## src/sv/ilb_pkg.sv

```systemverilog
// ----------------------------------------------------------------------------
// ilb_pkg: shared types and constants of the indexed list buffer
// Capacity, derived widths, command and status codes, cell operations and
// the decoded-command bundle passed from the decoder to the top level.
// ----------------------------------------------------------------------------
package ilb_pkg;

  localparam int CAPACITY      = 16;
  localparam int POS_W         = (CAPACITY > 1) ? $clog2(CAPACITY) : 1;
  localparam int CNT_W         = $clog2(CAPACITY + 1);
  localparam int CMD_W         = 3;
  localparam int INDEX_W       = 8;
  localparam int DATA_W        = 32;
  localparam int STATUS_W      = 2;
  localparam int ENTRY_COUNT_W = 5;
  localparam int CMP_W         = (CNT_W > INDEX_W) ? CNT_W : INDEX_W;

  localparam logic [DATA_W-1:0] NO_VALUE = '1;

  typedef enum logic [CMD_W-1:0] {
    CMD_READ   = 3'd0,
    CMD_FRONT  = 3'd1,
    CMD_BACK   = 3'd2,
    CMD_INSERT = 3'd3,
    CMD_DELETE = 3'd4
  } cmd_e;

  typedef enum logic [STATUS_W-1:0] {
    ST_DONE  = 2'd0,
    ST_RANGE = 2'd1,
    ST_FULL  = 2'd2
  } status_e;

  typedef enum logic [1:0] {
    CELL_HOLD       = 2'd0,
    CELL_LOAD       = 2'd1,
    CELL_SHIFT_UP   = 2'd2,
    CELL_SHIFT_DOWN = 2'd3
  } cell_op_e;

  typedef struct packed {
    logic             ins;
    logic             del;
    logic             rd_hit;
    logic [POS_W-1:0] pos;
    status_e          status;
    logic [CNT_W-1:0] cnt_next;
  } dec_t;

endpackage

```

## src/sv/indexed_list_buffer.sv

```systemverilog
// ----------------------------------------------------------------------------
// indexed_list_buffer: ordered list of signed 32-bit entries
// Row of storage cells with a held count; reads, inserts and deletes by
// position, shifting the whole row together.
// ----------------------------------------------------------------------------
// Usage:
//   Input channel (in_valid_i / in_ready_o) carries one command per transfer:
//   cmd_i, index_i and value_i. Output channel (out_valid_o / out_ready_i)
//   returns exactly one result per command: read_value_o, status_o and
//   entry_count_o (entries held after the command).
//   The result is registered and shows in the cycle after the input
//   transfer. Throughput: one command per cycle while the receiver takes
//   results; every cell decides its next entry from the broadcast command
//   in the same cycle, so the whole row shifts together.
//   The single output register frees in the cycle it is taken, so a new
//   command is accepted while a finished result is being transferred. When
//   the receiver stalls, in_ready_o drops and the held result stays put.
//   Reset clears the held count and the output valid; cell contents are
//   left as they are, since only counted entries are ever read.
// ----------------------------------------------------------------------------
module indexed_list_buffer import ilb_pkg::*; (
  input  logic                     clk_i,
  input  logic                     rst_ni,
  input  logic                     in_valid_i,
  output logic                     in_ready_o,
  input  logic [CMD_W-1:0]         cmd_i,
  input  logic [INDEX_W-1:0]       index_i,
  input  logic signed [DATA_W-1:0] value_i,
  output logic                     out_valid_o,
  input  logic                     out_ready_i,
  output logic signed [DATA_W-1:0] read_value_o,
  output logic [STATUS_W-1:0]      status_o,
  output logic [ENTRY_COUNT_W-1:0] entry_count_o
);

  logic [CNT_W-1:0]    cnt_q, cnt_d;
  logic                out_valid_q, out_valid_d;
  logic [DATA_W-1:0]   rd_value_q, rd_value_d;
  logic [STATUS_W-1:0] status_q;
  logic [CNT_W-1:0]    out_cnt_q;

  logic        accept;
  dec_t        dec;
  cell_op_e    cell_op   [CAPACITY];
  logic [DATA_W-1:0] cell_data [CAPACITY];

  // Accept when the output register is empty or being drained this cycle.
  assign in_ready_o = !out_valid_q || out_ready_i;
  assign accept     = in_valid_i && in_ready_o;

  ilb_decode u_decode (
    .cmd_i   (cmd_i),
    .index_i (index_i),
    .count_i (cnt_q),
    .dec_o   (dec)
  );

  // Row of cells: each one looks at the broadcast position and its own place.
  for (genvar i = 0; i < CAPACITY; i++) begin : g_cell
    logic [DATA_W-1:0] prev_data;
    logic [DATA_W-1:0] next_data;

    if (i == 0) begin : g_first
      assign prev_data = value_i;
    end else begin : g_mid_lo
      assign prev_data = cell_data[i-1];
    end

    if (i == CAPACITY - 1) begin : g_last
      // top cell drops out of the counted range on delete; hold it
      assign next_data = cell_data[i];
    end else begin : g_mid_hi
      assign next_data = cell_data[i+1];
    end

    always_comb begin
      cell_op[i] = CELL_HOLD;
      if (accept && dec.ins) begin
        if (POS_W'(i) == dec.pos)     cell_op[i] = CELL_LOAD;
        else if (POS_W'(i) > dec.pos) cell_op[i] = CELL_SHIFT_UP;
      end else if (accept && dec.del) begin
        if (POS_W'(i) >= dec.pos) cell_op[i] = CELL_SHIFT_DOWN;
      end
    end

    ilb_cell u_cell (
      .clk_i   (clk_i),
      .op_i    (cell_op[i]),
      .value_i (value_i),
      .prev_i  (prev_data),
      .next_i  (next_data),
      .data_o  (cell_data[i])
    );
  end

  // Read value comes straight from the selected cell; -1 otherwise.
  assign rd_value_d = dec.rd_hit ? cell_data[dec.pos] : NO_VALUE;

  always_comb begin
    cnt_d       = cnt_q;
    out_valid_d = out_valid_q;
    if (out_valid_q && out_ready_i) out_valid_d = 1'b0;
    if (accept) begin
      cnt_d       = dec.cnt_next;
      out_valid_d = 1'b1;
    end
  end

  always_ff @(posedge clk_i or negedge rst_ni) begin
    if (!rst_ni) begin
      cnt_q       <= '0;
      out_valid_q <= 1'b0;
    end else begin
      cnt_q       <= cnt_d;
      out_valid_q <= out_valid_d;
    end
  end

  // Result payload: load on transfer, hold otherwise.
  always_ff @(posedge clk_i) begin
    if (accept) begin
      rd_value_q <= rd_value_d;
      status_q   <= dec.status;
      out_cnt_q  <= dec.cnt_next;
    end
  end

  assign out_valid_o   = out_valid_q;
  assign read_value_o  = rd_value_q;
  assign status_o      = status_q;
  assign entry_count_o = ENTRY_COUNT_W'(out_cnt_q);

endmodule

```

## src/sv/ilb_cell.sv

```systemverilog
// ----------------------------------------------------------------------------
// ilb_cell: one storage cell of the list chain
// Holds one entry; loads a new value, takes its lower neighbor's entry on an
// insert or its upper neighbor's entry on a delete.
// ----------------------------------------------------------------------------
module ilb_cell import ilb_pkg::*; (
  input  logic              clk_i,
  input  cell_op_e          op_i,
  input  logic [DATA_W-1:0] value_i,
  input  logic [DATA_W-1:0] prev_i,
  input  logic [DATA_W-1:0] next_i,
  output logic [DATA_W-1:0] data_o
);

  logic [DATA_W-1:0] data_q, data_d;

  always_comb begin
    case (op_i)
      CELL_LOAD:       data_d = value_i;
      CELL_SHIFT_UP:   data_d = prev_i;
      CELL_SHIFT_DOWN: data_d = next_i;
      default:         data_d = data_q;
    endcase
  end

  always_ff @(posedge clk_i) begin
    data_q <= data_d;
  end

  assign data_o = data_q;

endmodule

```

## src/sv/ilb_decode.sv

```systemverilog
// ----------------------------------------------------------------------------
// ilb_decode: command decoder
// Checks range and fullness against the held count, picks the position and
// the count after the command.
// ----------------------------------------------------------------------------
module ilb_decode import ilb_pkg::*; (
  input  logic [CMD_W-1:0]   cmd_i,
  input  logic [INDEX_W-1:0] index_i,
  input  logic [CNT_W-1:0]   count_i,
  output dec_t               dec_o
);

  logic [CMP_W-1:0] idx_ext;
  logic [CMP_W-1:0] cnt_ext;
  logic             full;

  assign idx_ext = CMP_W'(index_i);
  assign cnt_ext = CMP_W'(count_i);
  assign full    = (count_i >= CNT_W'(CAPACITY));

  always_comb begin
    dec_o        = '0;
    dec_o.status = ST_DONE;
    dec_o.pos    = idx_ext[POS_W-1:0];
    case (cmd_e'(cmd_i))
      CMD_READ: begin
        if (idx_ext < cnt_ext) dec_o.rd_hit = 1'b1;
        else                   dec_o.status = ST_RANGE;
      end
      CMD_FRONT: begin
        dec_o.pos = '0;
        if (full) dec_o.status = ST_FULL;
        else      dec_o.ins    = 1'b1;
      end
      CMD_BACK: begin
        // count is below capacity whenever this position is used
        dec_o.pos = count_i[POS_W-1:0];
        if (full) dec_o.status = ST_FULL;
        else      dec_o.ins    = 1'b1;
      end
      CMD_INSERT: begin
        if (idx_ext > cnt_ext) dec_o.status = ST_RANGE;
        else if (full)         dec_o.status = ST_FULL;
        else                   dec_o.ins    = 1'b1;
      end
      CMD_DELETE: begin
        if (idx_ext >= cnt_ext) dec_o.status = ST_RANGE;
        else                    dec_o.del    = 1'b1;
      end
      default: ;
    endcase

    if (dec_o.ins)      dec_o.cnt_next = count_i + CNT_W'(1);
    else if (dec_o.del) dec_o.cnt_next = count_i - CNT_W'(1);
    else                dec_o.cnt_next = count_i;
  end

endmodule
```

## config.mk

```make
export PLATFORM = sky130hd
export DESIGN_NAME = indexed_list_buffer
export DESIGN_NICKNAME = d
export VERILOG_FILES = /design/src/sv/ilb_pkg.sv /design/src/sv/indexed_list_buffer.sv /design/src/sv/ilb_cell.sv /design/src/sv/ilb_decode.sv
export SDC_FILE = /design/constraint.sdc
export NUM_CORES = 1
export LEC_CHECK = 0
export BUFFER_PORTS_ARGS = -buffer_cell sky130_fd_sc_hd__buf_2
export CAP_MARGIN = 20
export CORE_MARGIN = 3
export CORE_UTILIZATION = 45
export CTS_BUF_LIST = sky130_fd_sc_hd__clkbuf_8
export DETAILED_ROUTE_END_ITERATION = 16
export SYNTH_ARGS = -nofsm -noshare
export SYNTH_HDL_FRONTEND = slang
export SYNTH_HIERARCHICAL = 1
export SYNTH_SLANG_ARGS = --single-unit
```

## constraint.sdc

```tcl
create_clock -name clk_i -period 4.8 [get_ports clk_i]
set_input_delay 0.96 -clock clk_i [delete_from_list [all_inputs] [get_ports clk_i]]
set_output_delay 0.96 -clock clk_i [all_outputs]
set_load 0.01 [all_outputs]
```

==> results.txt, run 1 <==
- In the final layout, the multi-input gates occupy 15130 um^2.
- Post-route setup TNS: 0 ns
* CTS H-tree lvls: 3
- Fraction of synthesis flops using an asynchronous set or reset pin: 1.077%
- The library cells used most frequently in the layout, excluding fill and tap cells, are sky130_fd_sc_hd__mux2i_1 (641), sky130_fd_sc_hd__edfxtp_1 (551), sky130_fd_sc_hd__nor2_1 (521).
- The internal power of the cells totals 0.008676 W.
* Number of distinct library cell variants in the gate-level netlist after synthesis: 62
* Buffers inserted during post-CTS setup optimization: 0
- The die is 279.2 um wide.
* ANT nets after route: 0
* Worst skew pair latency: 0.72 ns
* Register bit total from synthesis: 557
* Chip height: 279.2 um
- Area growth syn-to-layout: 8.424%
* Share of the synthesized area in the top cell type: 49.25%
- Required time at the endpoint of the critical path: 5.19 ns
- Max-cap violations in this run came to 0.
- Global routing used 27.09% of the available tracks across all layers.
* Setup repair after global routing missed its margin: no
- DRC viols: 0
- Static timing analysis puts the maximum clock frequency at 239.7 MHz.
- In this run, CTS created clock tree buffers numbering 99.
- WL/cell: 26.54 um
- Part of the total power dissipated in the clock network: 34.6%
* Global-route wire length before repair: 160.1 mm
- The number of endpoints with negative hold slack in the final report was 0.
* Share of the core filled with cells: 49.59%
- Sequential share of the synthesized area: 49.70%
* Pin count of the biggest net entering global routing: 65
* First-iteration detailed-routing DRC count: 2310
- Summing all non-filler instances in the final layout gives an area of 36420 um^2.
- In the final design database the tool counted 3042 nets.
- Clock tree sinks: 557
- Skew final: 0.04061 ns
- Number of buffers inserted by port buffering: 87
- After floorplanning, the core was sized to cover 73450 um^2.
* Instance area after placement: 34550 um^2
- Hold bufs inserted after CTS: 0
* Net Sw Frac: 29.71%
- Measured in cells, the most critical reg-to-reg path has a length of 13.
* Ratio of total power to cell area: 338.9 nW/um^2
* Final weighted congestion in routability-driven placement: 0.8577
- Switching Power: 0.003667 W
* Capture point of the worst reg-to-reg path: g_cell[3].u_cell/data_o[30]
* Final min period: 4.172 ns
* Syn avg cell area: 11.45 um^2
- At the worst endpoint, the arrival time is 4.56 ns.
- Routed via count divided by cell count: 6.053
* # setup viols final: 0
- The mapped netlist covers 33590 um^2.
- TritonCTS clock tree: built
- For this run the aggregate overflow at the end of global routing stands at 0.
- The sequential cells in the finished layout cover a total of 16700 um^2.
- When the netlist entered floorplanning its net count stood at 2988.
- Of all nets on the critical path, the largest fanout is 27.
- Leaving out filler cells and counting taps, the final layout contains 4026.
- Number of fillers in the final layout: 6620
* Main synth FF type: sky130_fd_sc_hd__edfxtp_1
- Seq pwr share: 47.8%
- Total length of routed wires: 106.9 mm
- The setup check on the worst reg-to-reg path leaves a slack of 0.63 ns.
- Initial cell density of the core: 45.74%
- By area the synthesized netlist is led by sky130_fd_sc_hd__edfxtp_1 (49%), sky130_fd_sc_hd__mux2i_1 (19%), sky130_fd_sc_hd__a21oi_1 (7.9%).
- Post-route clock period utilization: 86.92%
- The die covers 77970 um^2.
* Cell count after placement: 3844
* Worst hold margin: 0.08049 ns
* Yosys warning count: 6
* Critical Path Sink Type: flop
- The clock passes through at most 3 buffers.
- Once the clock tree was built, the resizer swapped 0 gates to a different size.
* Run status: finished clean
* Clock transition at the register clock pins on the worst setup and hold paths after CTS: 0.05 ns
- The wire-length estimate of the detail-placed layout is 72.32 mm.
- In this run the worst setup path begins at cnt_q[4].
- The number of max-slew violations in the final report came to 0.
- The library cell used most frequently in the layout, excluding fill and tap cells, is sky130_fd_sc_hd__mux2i_1.
- The tree is rooted in a sky130_fd_sc_hd__clkbuf_8.
- Synth area leader: sky130_fd_sc_hd__edfxtp_1
- The first detailed-routing pass took 6 iterations.
* Min-delay worst type: primary input to asynchronous set/reset pin
- Via count: 24370
- In this run the tightest slew margin relative to its limit is 25.16%.
- Across the VDD grid, the largest voltage drop is 0.2422 mV.
* Antenna violations before repair: 5
- Slew @ Worst Pin: 1.123 ns
* I/O pin count: 88
* Vias in the first global route: 24720
- In this run, synthesis inferred 551 flip-flops with an integrated enable.
* Fraction of layout cells with a size suffix above 1: 16.85%
- Of the total power, combinational logic draws 17.6%.
* Worst setup path category: flop to flop
- The most critical setup path has its endpoint at g_cell[3].u_cell/data_o[30].
- The startpoint identified for the worst register-to-register timing path is cnt_q[4].
* Critical Path Start Type: flop
- Row generation in the floorplan step produced 99 rows.
* Post-Syn Instances: 2933
- The analysis attributes to cell leakage a power of 11.53 nW.
layout make-up:
type                    instances  share of cell area (%)
inverters                      11                  0.1134
diodes                          4                 0.02748
clock buffers                 103                   3.892
well taps                     959                   3.294
multi-input cells            2118                   41.53
repair buffers                200                   4.143
flip-flops and latches        557                   45.84
clock inverters                74                   1.161
state kept, by name (all words and copies together), names as in the netlist:
name	cells
read_value_o	32
g_cell.u_cell/data_o	512
status_o	2
cnt_q	5
out_valid_o	1
entry_count_o	5
routing by layer:
metal	vias to the layer above	GRT usage (%)	routed length [um]
li1	11120	-	-
met3	247	4.808	6767
met2	1011	45.78	52330
met4	0	11.35	4261
met5	-	0	0
met1	11990	34.38	43500
metrics by stage:
step | total power (W) | setup slack, ns
2_1_floorplan | 0.007375 | 0.7887
3_5_place_dp | 0.008138 | 0.1897
5_1_grt | 0.01282 | 0.4254
3_3_place_gp | 0.008061 | 0.2604
6_report | 0.01234 | 0.6280
4_1_cts | 0.01239 | 0.6444
synthesized netlist by cell type (all sizes together) (4+ instances only):
library cell  instances
mux4                 32
a22o                  8
clkbuf               72
inv                  11
mux2i               641
a22oi                67
ha                    8
and2                  4
nor3                  6
a21o                  5
a221oi               33
nand2b                5
nor2                527
nor2b                 6
nand4                34
buf                 175
mux2                 69
or2                  20
nand3                 4
nand2                77
nor4                  5
dfrtp                 6
edfxtp              551
a21oi               532
a31oi                 6
power groups by stage:
stage | clock network (W) | logic (W) | registers [W]
CTS | 0.00435 | 0.00215 | 0.00590
detailed placement | 0 | 0.00214 | 0.00599
global route | 0.00457 | 0.00234 | 0.00592
floorplan | 0 | 0.00147 | 0.00591
finish | 0.00428 | 0.00217 | 0.00590
global placement | 0 | 0.00208 | 0.00599
worst min path at each step:
stage / endpoint / slack, ns / cells past startpoint
global route: cnt_q[2] / 0.05 / 1
detailed placement: cnt_q[1] / 0.64 / 1
CTS: cnt_q[1] / 0.03 / 1
finish: cnt_q[1] / 0.08 / 1
floorplan: cnt_q[1] / 0.55 / 1
global placement: g_cell[1].u_cell/data_o[24] / 0.63 / 2
worst max-delay path, cell delays in order (launching register included):
cell and delay [ns]:
sky130_fd_sc_hd__dfrtp_1 0.52, sky130_fd_sc_hd__inv_1 0.13, sky130_fd_sc_hd__ha_1 0.36, sky130_fd_sc_hd__nand3_2 0.10, sky130_fd_sc_hd__o21bai_4 0.21, sky130_fd_sc_hd__a211oi_4 0.36
sky130_fd_sc_hd__nor3_4 0.11, sky130_fd_sc_hd__nand2b_4 0.18, sky130_fd_sc_hd__nor3_4 0.36, sky130_fd_sc_hd__nand2b_1 0.47, sky130_fd_sc_hd__a21oi_4 0.31, sky130_fd_sc_hd__buf_12 0.29
sky130_fd_sc_hd__or2_2 0.21, sky130_fd_sc_hd__buf_4 0.23
logic make-up (layout without fill, tap and decap cells):
group                      Yosys count  count (layout)  share of synthesized area, %
muxes                              742             742                         23.56
and+or+nand+nor                    695             695                         8.681
AOI/OAI and AO/OA                  670             670                         11.32
DFF                                557             557                         49.70
buffers and inverters              258             388                         6.369
adders and majority gates            8               8                        0.2980
xor gates and xnor gates             3               3                       0.07823
other                                0               4                             0
(Power assumes the default switching activity.)
==> run 2, diff against run 1 <==
==> constraint.sdc (replaced) <==
create_clock -name clk_i -period 4.7 [get_ports clk_i]
set_input_delay 0.94 -clock clk_i [delete_from_list [all_inputs] [get_ports clk_i]]
set_output_delay 0.94 -clock clk_i [all_outputs]
set_load 0.01 [all_outputs]
==> run 2 against run 1 <==
Global-route usage about the same. Largest power group unchanged. Register-to-register slack worse by 0.10 ns. Die area stayed put. Cell area grew 0.40%. Hold slack improved by 0.50 ns. Power is 2.5% higher. Sequential power is 2% higher.
==> results.txt, run 2 (synthesized netlist as in run 1, its figures left out) <==
- The run finished with clean final reports.
* Met3 Resource Use GR: 4.473% (-0.33 points)
- The worst setup path is launched from a flop.
- Total length of routed wires: 107.4 mm (+0.52%)
* Met1 usage in global routing: 34.90% (+0.51 points)
- The sequential cell fraction of total power came to 47.6% (-0.2 points).
* Area growth syn-to-layout: 8.853%
- The static power due to leakage is 11.57 nW (+0.38%).
* Initial cell density of the core: 45.74% (unchanged)
- Capture point of the worst reg-to-reg path: g_cell[8].u_cell/data_o[13]
* M2 GR Usage: 45.15% (-0.63 points)
- ANT nets after route: 0 (unchanged)
- Internal cell power: 0.008874 W (+2.3%)
* Placeable Area: 73450 um^2 (unchanged)
- The global routing stage identified its most utilized layer as met2.
* Biggest fanout along the worst timing path: 28 (+3.7%)
- Required time at the endpoint of the critical path: 5.14 ns (-0.05 ns)
* Final setup margin: 0.5240 ns (-0.1041 ns)
- The number of violations of the max-capacitance limit is 0 (unchanged).
* Arrival time of the worst setup path: 4.61 ns (+0.05 ns)
* Global-route usage over all layers: 27.11% (about the same)
- The switching power of the nets came to 0.003782 W (+3.1%).
- Chip height: 279.2 um (unchanged)
- The flop-to-flop setup slack was 0.52 ns (-0.10 ns).
- The count of buffers inserted at the top-level ports came to 87 (unchanged).
* CTS H-tree lvls: 3 (unchanged)
- The fraction of final layout cells with drive strength greater than 1 was 16.76% (-0.087 points).
- Number of fillers in the final layout: 6573 (-0.71%)
- Pin count of the biggest net entering global routing: 82 (+26%)
* Share of the core filled with cells: 49.78% (+0.20 points)
- Slew @ Worst Pin: 1.089 ns (-0.03353 ns)
- Final min period: 4.176 ns (+0.004059 ns)
* Depth of the worst register-to-register path: 12 (-1)
* Horizontal die dimension: 279.2 um (unchanged)
- Pins Over Slew Limit: 0 (unchanged)
- Clock transition at the register clock pins on the worst setup and hold paths after CTS: 0.06 ns (about the same)
- Half-perimeter wire length after detailed placement: 72.26 mm (about the same)
* DRC viols: 0 (unchanged)
- The part of the cycle the worst path needs was 88.85% (+1.9 points).
- Min-delay worst type: primary input to asynchronous set/reset pin
* Worst skew pair latency: 0.73 ns (about the same)
* Antenna violations before repair: 4 (-1)
- Global-route wire length before repair: 159.9 mm (-0.13%)
- Most frequent standard cell in the layout excluding fill and tap cells: sky130_fd_sc_hd__mux2i_1
- Number of flip-flops under the largest register name: 512 (unchanged)
- The critical path is of the flop to flop type.
- Relative contribution of combinational cells to total power: 17.6% (about the same)
* Routed via count divided by cell count: 6.045 (-0.14%)
* Count of TritonRoute iterations in the first routing pass: 6 (unchanged)
* WL/cell: 26.61 um (+0.27%)
* # setup viols final: 0 (unchanged)
* Ratio of total power to cell area: 346.1 nW/um^2 (+2.1%)
* Total Die Area: 77970 um^2 (unchanged)
- Setup repair after global routing missed its margin: no
- The residual overflow from global routing came to 0 (unchanged).
- The maximum achievable frequency is 239.5 MHz (about the same).
- The DRC marker count from the first detailed-route iteration came to 2722 (+18%).
- Maximum buffer depth of the clock tree: 3 (unchanged)
- R2R Path Start: cnt_q[4]
* Root Buffer Master: sky130_fd_sc_hd__clkbuf_8
- The count of buffers added by post-CTS timing repair for setup was 0 (unchanged).
- Vias in the first global route: 24670 (-0.23%)
- Number of gates resized after CTS: 0 (unchanged)
- The max-slew headroom at the worst pin came to 27.39% (+2.2 points).
- Net Sw Frac: 29.89% (+0.17 points)
- Number of nets in the final layout: 3046 (+0.13%)
* Count of endpoints failing hold in the final timing report: 0 (unchanged)
- The worst ir drop on vdd came to 0.2074 mV (-14%).
- Leading cell types in the layout, fill and taps excluded: sky130_fd_sc_hd__mux2i_1 (641), sky130_fd_sc_hd__edfxtp_1 (551), sky130_fd_sc_hd__nor2_1 (521)
* Critical Path Sink Type: flop
* Total power consumption of the routed design: 0.01266 W (+2.5%)
- The row count was 99 (unchanged).
* Clock tree sinks: 557 (unchanged)
- Via count: 24400 (+0.11%)
- The clock network fraction of total power was 34.8% (+0.2 points).
* TritonCTS clock tree: built
- Final weighted congestion in routability-driven placement: 0.9004 (+5.0%)
- Area used by multi-input combinational logic: 15130 um^2 (unchanged)
- I/O pin count: 88 (unchanged)
- Skew final: 0.04346 ns (+0.002847 ns)
- Number of CTS-inserted buffers: 99 (unchanged)
- Post-placement setup slack: 0.07017 ns (-0.1195 ns)
- Sequential Area: 16700 um^2 (unchanged)
- The final setup TNS was 0 ns (unchanged).
run 2: cell types whose count changed in the layout (fill, tap and decap cells not counted), sizes merged:
cell / delta
clkbuf: -4
buf: +3
dlygate4sd3: +1
clkinvlp: -1
bufinv: +1
inv: +2
clkinv: +8
run 2: stage by stage:
| stage | hold WS (ns) | area, um^2 | std cells |
|---|---|---|---|
| 2_1_floorplan | 0.5519 | 33590 | 2933 |
| 6_report | 0.5793 | 36570 | 4036 |
| 5_1_grt | 0.5740 | 36560 | 4034 |
| 3_5_place_dp | 0.6269 | 34660 | 3847 |
| 3_3_place_gp | 0.6356 | 34660 | 3847 |
| 4_1_cts | 0.5343 | 36540 | 4031 |
run 2: worst max-delay path by stage:
stage,from,to,slack (ns),depth (start not counted)
6_report,cnt_q[4],g_cell[8].u_cell/data_o[13],0.52,12
3_3_place_gp,index_i[3],g_cell[8].u_cell/data_o[24],0.14,12
5_1_grt,cnt_q[4],g_cell[8].u_cell/data_o[13],0.31,12
3_5_place_dp,index_i[3],g_cell[8].u_cell/data_o[19],0.07,12
2_1_floorplan,index_i[3],g_cell[4].u_cell/data_o[0],0.71,12
4_1_cts,cnt_q[4],g_cell[8].u_cell/data_o[13],0.56,12
run 2: area by class of cell:
cell class / count / area share [%]
diodes: 4 / 0.02737
clock buffers: 99 / 3.726
clock inverters: 84 / 1.372
inverters: 11 / 0.1129
multi-input cells: 2118 / 41.37
flip-flops and latches: 557 / 45.66
well taps: 959 / 3.281
repair buffers: 204 / 4.455
run 2: metal layers:
metal	vias to the layer above	wire, um
met4	0	4696
met5	-	0
met2	1059	52000
met1	11930	43300
met3	254	7412
li1	11150	-
run 2: critical path, cell delays in order, from the launching register on:
cell and delay [ns]:
sky130_fd_sc_hd__dfrtp_1 0.54, sky130_fd_sc_hd__inv_1 0.13, sky130_fd_sc_hd__ha_1 0.35, sky130_fd_sc_hd__nand3_2 0.10
sky130_fd_sc_hd__nor2_1 0.28, sky130_fd_sc_hd__a211oi_4 0.09, sky130_fd_sc_hd__nor3_4 0.33, sky130_fd_sc_hd__nand2b_4 0.23
sky130_fd_sc_hd__nor4_2 0.08, sky130_fd_sc_hd__nor2_1 0.73, sky130_fd_sc_hd__o21ai_4 0.39, sky130_fd_sc_hd__or2_2 0.43
sky130_fd_sc_hd__buf_12 0.17
run 2: power by group through the flow:
stage                     Sequential (W)  Clock (W)  Combinational [W]
after CTS                        0.00602    0.00449            0.00220
after global placement           0.00612          0            0.00214
after floorplan                  0.00603          0            0.00150
after detailed placement         0.00612          0            0.00220
final                            0.00603    0.00440            0.00223
after global routing             0.00605    0.00472            0.00240
run 2: repair_timing:
item,4_1_cts,5_1_grt
hold buffers,1,0
hold endpoints to repair,6,0
setup endpoints to repair,0,0
==> run 3, diff against run 2 <==
--- a/config.mk
+++ b/config.mk
@@ -5,6 +5,7 @@
 export SDC_FILE = /design/constraint.sdc
 export NUM_CORES = 1
 export LEC_CHECK = 0
+export ABC_AREA = 1
 export BUFFER_PORTS_ARGS = -buffer_cell sky130_fd_sc_hd__buf_2
 export CAP_MARGIN = 20
 export CORE_MARGIN = 3
==> run 3 against run 2 <==
Count of clock-buffer cells in the layout grew 4. Highest routed layer is now met5. Via count grew 39%. Critical path type unchanged. Critical path depth grew 5. Sequential power shrank 1%. Largest power group unchanged. Global-route usage grew 3.0 points. Clock power grew 2%. Critical endpoint is now g_cell[4].u_cell/data_o[8]. Power shrank 0.79%. Final cell count grew 40%. Non-clock buffer count grew 8. Clock skew shrank 0.020 ns. Die area grew 6.0%.
==> results.txt, run 3 <==
- Run status: finished clean
* Pin count of the biggest net entering global routing: 84 (+2.4%)
- Count of TritonRoute iterations in the first routing pass: 5 (-1)
* Buffers & Inverters on Critical Path: 5 (+3)
- Count of flip-flops with a built-in enable after synthesis: 551 (unchanged)
- The proportion of register bits with asynchronous set or reset after synthesis came to 1.077% (unchanged).
* First-iteration detailed-routing DRC count: 3943 (+45%)
* Worst hold margin: 0.5145 ns (-0.06480 ns)
* Final weighted congestion in routability-driven placement: 0.9016 (+0.13%)
- The maximum level of the CTS H-tree was 3 (unchanged).
- Leading cell types in the layout, fill and taps excluded: sky130_fd_sc_hd__nand3_1 (1712), sky130_fd_sc_hd__nand2_1 (1433), sky130_fd_sc_hd__edfxtp_1 (551)
* Final min period: 4.172 ns (-0.003972 ns)
* Most frequent standard cell in the layout excluding fill and tap cells: sky130_fd_sc_hd__nand3_1
- Arrival time of the worst setup path: 4.54 ns (-0.07 ns)
* Main synth FF type: sky130_fd_sc_hd__edfxtp_1
- The global-route total usage across every layer came to 30.16% (+3.0 points).
* Chip height: 287.5 um (+3.0%)
- The register bit total from synthesis was 557 (unchanged).
- The part of the cycle the worst path needs came to 88.77% (about the same).
- The row count is 102 (+3.0%).
- The via count of the routed design is 33910 (+39%).
- Setup repair after global routing left no endpoint under its margin.
- Total length of routed wires: 127.1 mm (+18%)
- The clock latency on the worst-skew pair is 0.75 ns (+0.02 ns).
* Number of CTS-inserted buffers: 102 (+3.0%)
* Cell Chain, Critical Path: clkinv_1 -> ha_1 -> nand2_2 -> nor2_8 -> nand2_4 -> nand2_4 -> nand3_4 -> nand3_4 -> inv_2 -> inv_1 -> nand3_1 -> nor2_2 -> o21ai_0 -> nand2_1 -> inv_4 -> nand2_1 -> buf_4
- Area growth syn-to-layout: 6.168%
* TritonCTS clock tree: built
* Share of the synthesized area in the top cell type: 46.40% (-2.9 points)
- Relative slew slack: 46.95% (+20 points)
- Yosys warning count: 6 (unchanged)
* Biggest fanout along the worst timing path: 33 (+18%)
- Total standard cell area after synthesis: 35660 um^2 (+6.2%)
- Peak supply drop: 0.1907 mV (-8.0%)
* Count of endpoints failing hold in the final timing report: 0 (unchanged)
- Fraction of layout cells with a size suffix above 1: 9.546% (-7.2 points)
* Horizontal die dimension: 287.5 um (+3.0%)
- The min-delay analysis places its worst path in the category primary input to flop.
- Yosys instantiated no cell more often than sky130_fd_sc_hd__nand3_1.
- Synth area leaders: sky130_fd_sc_hd__edfxtp_1 (46%), sky130_fd_sc_hd__nand3_1 (24%), sky130_fd_sc_hd__nand2_1 (15%)
* Half-perimeter wire length after detailed placement: 86.01 mm (+19%)
- STA classifies the critical path startpoint as a flop.
* Clock tree sinks: 557 (unchanged)
- The residual overflow from global routing is 0 (unchanged).
- The average cell area after synthesis was 7.799 um^2 (-32%).
- Initial cell density of the core: 45.74% (about the same)
- Largest delay contributor family on the critical path: simple AND/OR/NAND/NOR gates
- Global-route wire length before repair: 194.1 mm (+21%)
- The initial antenna violation count is 11 (+7).
- # setup viols final: 0 (unchanged)
- Synth area leader: sky130_fd_sc_hd__edfxtp_1
- Sequential share of the synthesized area: 46.82% (-2.9 points)
* Root Buffer Master: sky130_fd_sc_hd__clkbuf_8
- Number of nets in the final layout: 4574 (+50%)
* Static Leak: 15.61 nW (+35%)
- Number of buffers inserted by port buffering: 87 (unchanged)
* Syn nets: 4628 (+55%)
- Slew @ Worst Pin: 0.7958 ns (-0.2934 ns)
* Placeable Area: 77980 um^2 (+6.2%)
* Number of flip-flops under the largest register name: 512 (unchanged)
* Fmax: 239.7 MHz (about the same)
- The number of filler cells placed in the layout came to 7777 (+18%).
* Top cells by count, synth: sky130_fd_sc_hd__nand3_1 (1712), sky130_fd_sc_hd__nand2_1 (1439), sky130_fd_sc_hd__edfxtp_1 (551)
* Maximum buffer depth of the clock tree: 3 (unchanged)
- Post-route setup TNS: 0 ns (unchanged)
- The worst setup path is of the flop to flop kind.
- Total Die Area: 82660 um^2 (+6.0%)
- Vias in the first global route: 32140 (+30%)
* Required time at the endpoint of the critical path: 5.07 ns (-0.07 ns)
- The number of instances in the synthesized netlist came to 4573 (+56%).
- Pins Over Slew Limit: 0 (unchanged)
* ANT nets after route: 0 (unchanged)
* Ratio of total power to cell area: 331.6 nW/um^2 (-4.2%)
* Skew final: 0.02395 ns (-0.01951 ns)
- Buffers inserted during post-CTS setup optimization: 0 (unchanged)
- The clock-pin slew on the worst setup and hold paths was 0.06 ns (about the same).
- STA classifies the critical path endpoint as a flop.
- WL/cell: 22.53 um (-15%)
* Routed via count divided by cell count: 6.010 (-0.59%)
- Critical path's slowest cell: sky130_fd_sc_hd__nor2_2
* DRC viols: 0 (unchanged)
- The delay of the slowest cell on the worst path was 0.47 ns (-0.26 ns).
- The I/O pin count came to 88 (unchanged).
* Max capacitance violation total: 0 (unchanged)
- The number of different library cells in the post-synthesis netlist is 35 (-44%).
-- run 3: cell count changes after synthesis, moves of 56 or more --
cell                      before   now
sky130_fd_sc_hd__buf_6        24    96
sky130_fd_sc_hd__mux2i_1     641     0
sky130_fd_sc_hd__inv_1         9   207
sky130_fd_sc_hd__buf_4        31   106
sky130_fd_sc_hd__nand3_1       3  1712
sky130_fd_sc_hd__buf_2        72   128
sky130_fd_sc_hd__nand2_1      77  1439
sky130_fd_sc_hd__a21oi_1     530    37
sky130_fd_sc_hd__mux2_2       69     0
sky130_fd_sc_hd__nor2_1      527   116
sky130_fd_sc_hd__a22oi_1      66     0
-- run 3: logic make-up (layout without fill, tap and decap cells) --
kind of cell | count (synthesis) | after routing | synth area share, %
adder cells (fa/ha/maj) | 8 | 8 | 0.2807
flip-flops | 557 | 557 | 46.82
AO/OA/AOI/OAI | 73 | 73 | 1.098
AND/OR/NAND/NOR | 3325 | 3325 | 41.62
XOR/XNOR | 5 | 5 | 0.1228
other | 0 | 4 | 0
buffers and inverters | 605 | 631 | 10.07
-- run 3: layout make-up --
type	instances	area (um^2)	share of cell area, %
Multi-Input combinational cell	3411	15610	41.23
Tap cell	1040	1301	3.437
Antenna cell	4	10.01	0.02644
Clock inverter	81	432.9	1.143
Sequential cell	557	16700	44.10
Inverter	235	929.6	2.455
Clock buffer	103	1418	3.744
Timing Repair Buffer	212	1464	3.866
-- run 3: final timing paths --
check                      slack [ns]                         end  cells past startpoint         from
hold / removal                   0.51                 out_valid_o                      4  out_ready_i
max in group asynchronous        3.96                 out_valid_o                      2       rst_ni
min in group asynchronous        0.57                    cnt_q[3]                      2       rst_ni
hold reg to reg                  0.53                    cnt_q[3]                      2     cnt_q[3]
setup reg to reg                 0.53  g_cell[4].u_cell/data_o[8]                     17     cnt_q[4]
setup / recovery                 0.53  g_cell[4].u_cell/data_o[8]                     17     cnt_q[4]
-- run 3: metal layers --
layer  share of wire, %  GRT usage, %  routed length (um)
met1                 42         42.46               53220
met2                 46         47.12               58160
met3                8.4         4.228               10710
met4                4.0         11.67                5033
met5              0.019             0                  24
-- run 3: report_power, final --
part	leakage (nW)	switching (W)	internal [W]
clock	1.07	0.00227	0.00221
sequential	5.02	0.000188	0.00578
combinational	9.52	0.00151	0.000611
total	15.6	0.00396	0.00859
-- run 3: tightest hold or removal path, delay by kind of cell --
family                 cells  cell delay [ns]
AND/OR/NAND/NOR            2             0.17
buffers and inverters      2             0.10
-- run 3: repair_timing --
action,in CTS,in global routing
gates resized for setup,0,0
endpoints found under the setup margin,0,0
hold endpoints to repair,6,0
hold buffers,1,0
-- run 3: per-stage QoR --
stage / cells / utilization [%] / area [um^2] / total power (W) / setup slack (ns)
2_1_floorplan: 4573 / - / 35660 / 0.007450 / 0.6653
6_report: 5643 / 48.56 / 37860 / 0.01256 / 0.5279
3_5_place_dp: 5454 / 46.16 / 35990 / 0.008141 / 0.2889
4_1_cts: 5639 / 48.54 / 37850 / 0.01257 / 0.6422
3_3_place_gp: 5454 / 46.16 / 35990 / 0.008107 / 0.3248
5_1_grt: 5640 / 48.55 / 37860 / 0.01304 / 0.2968
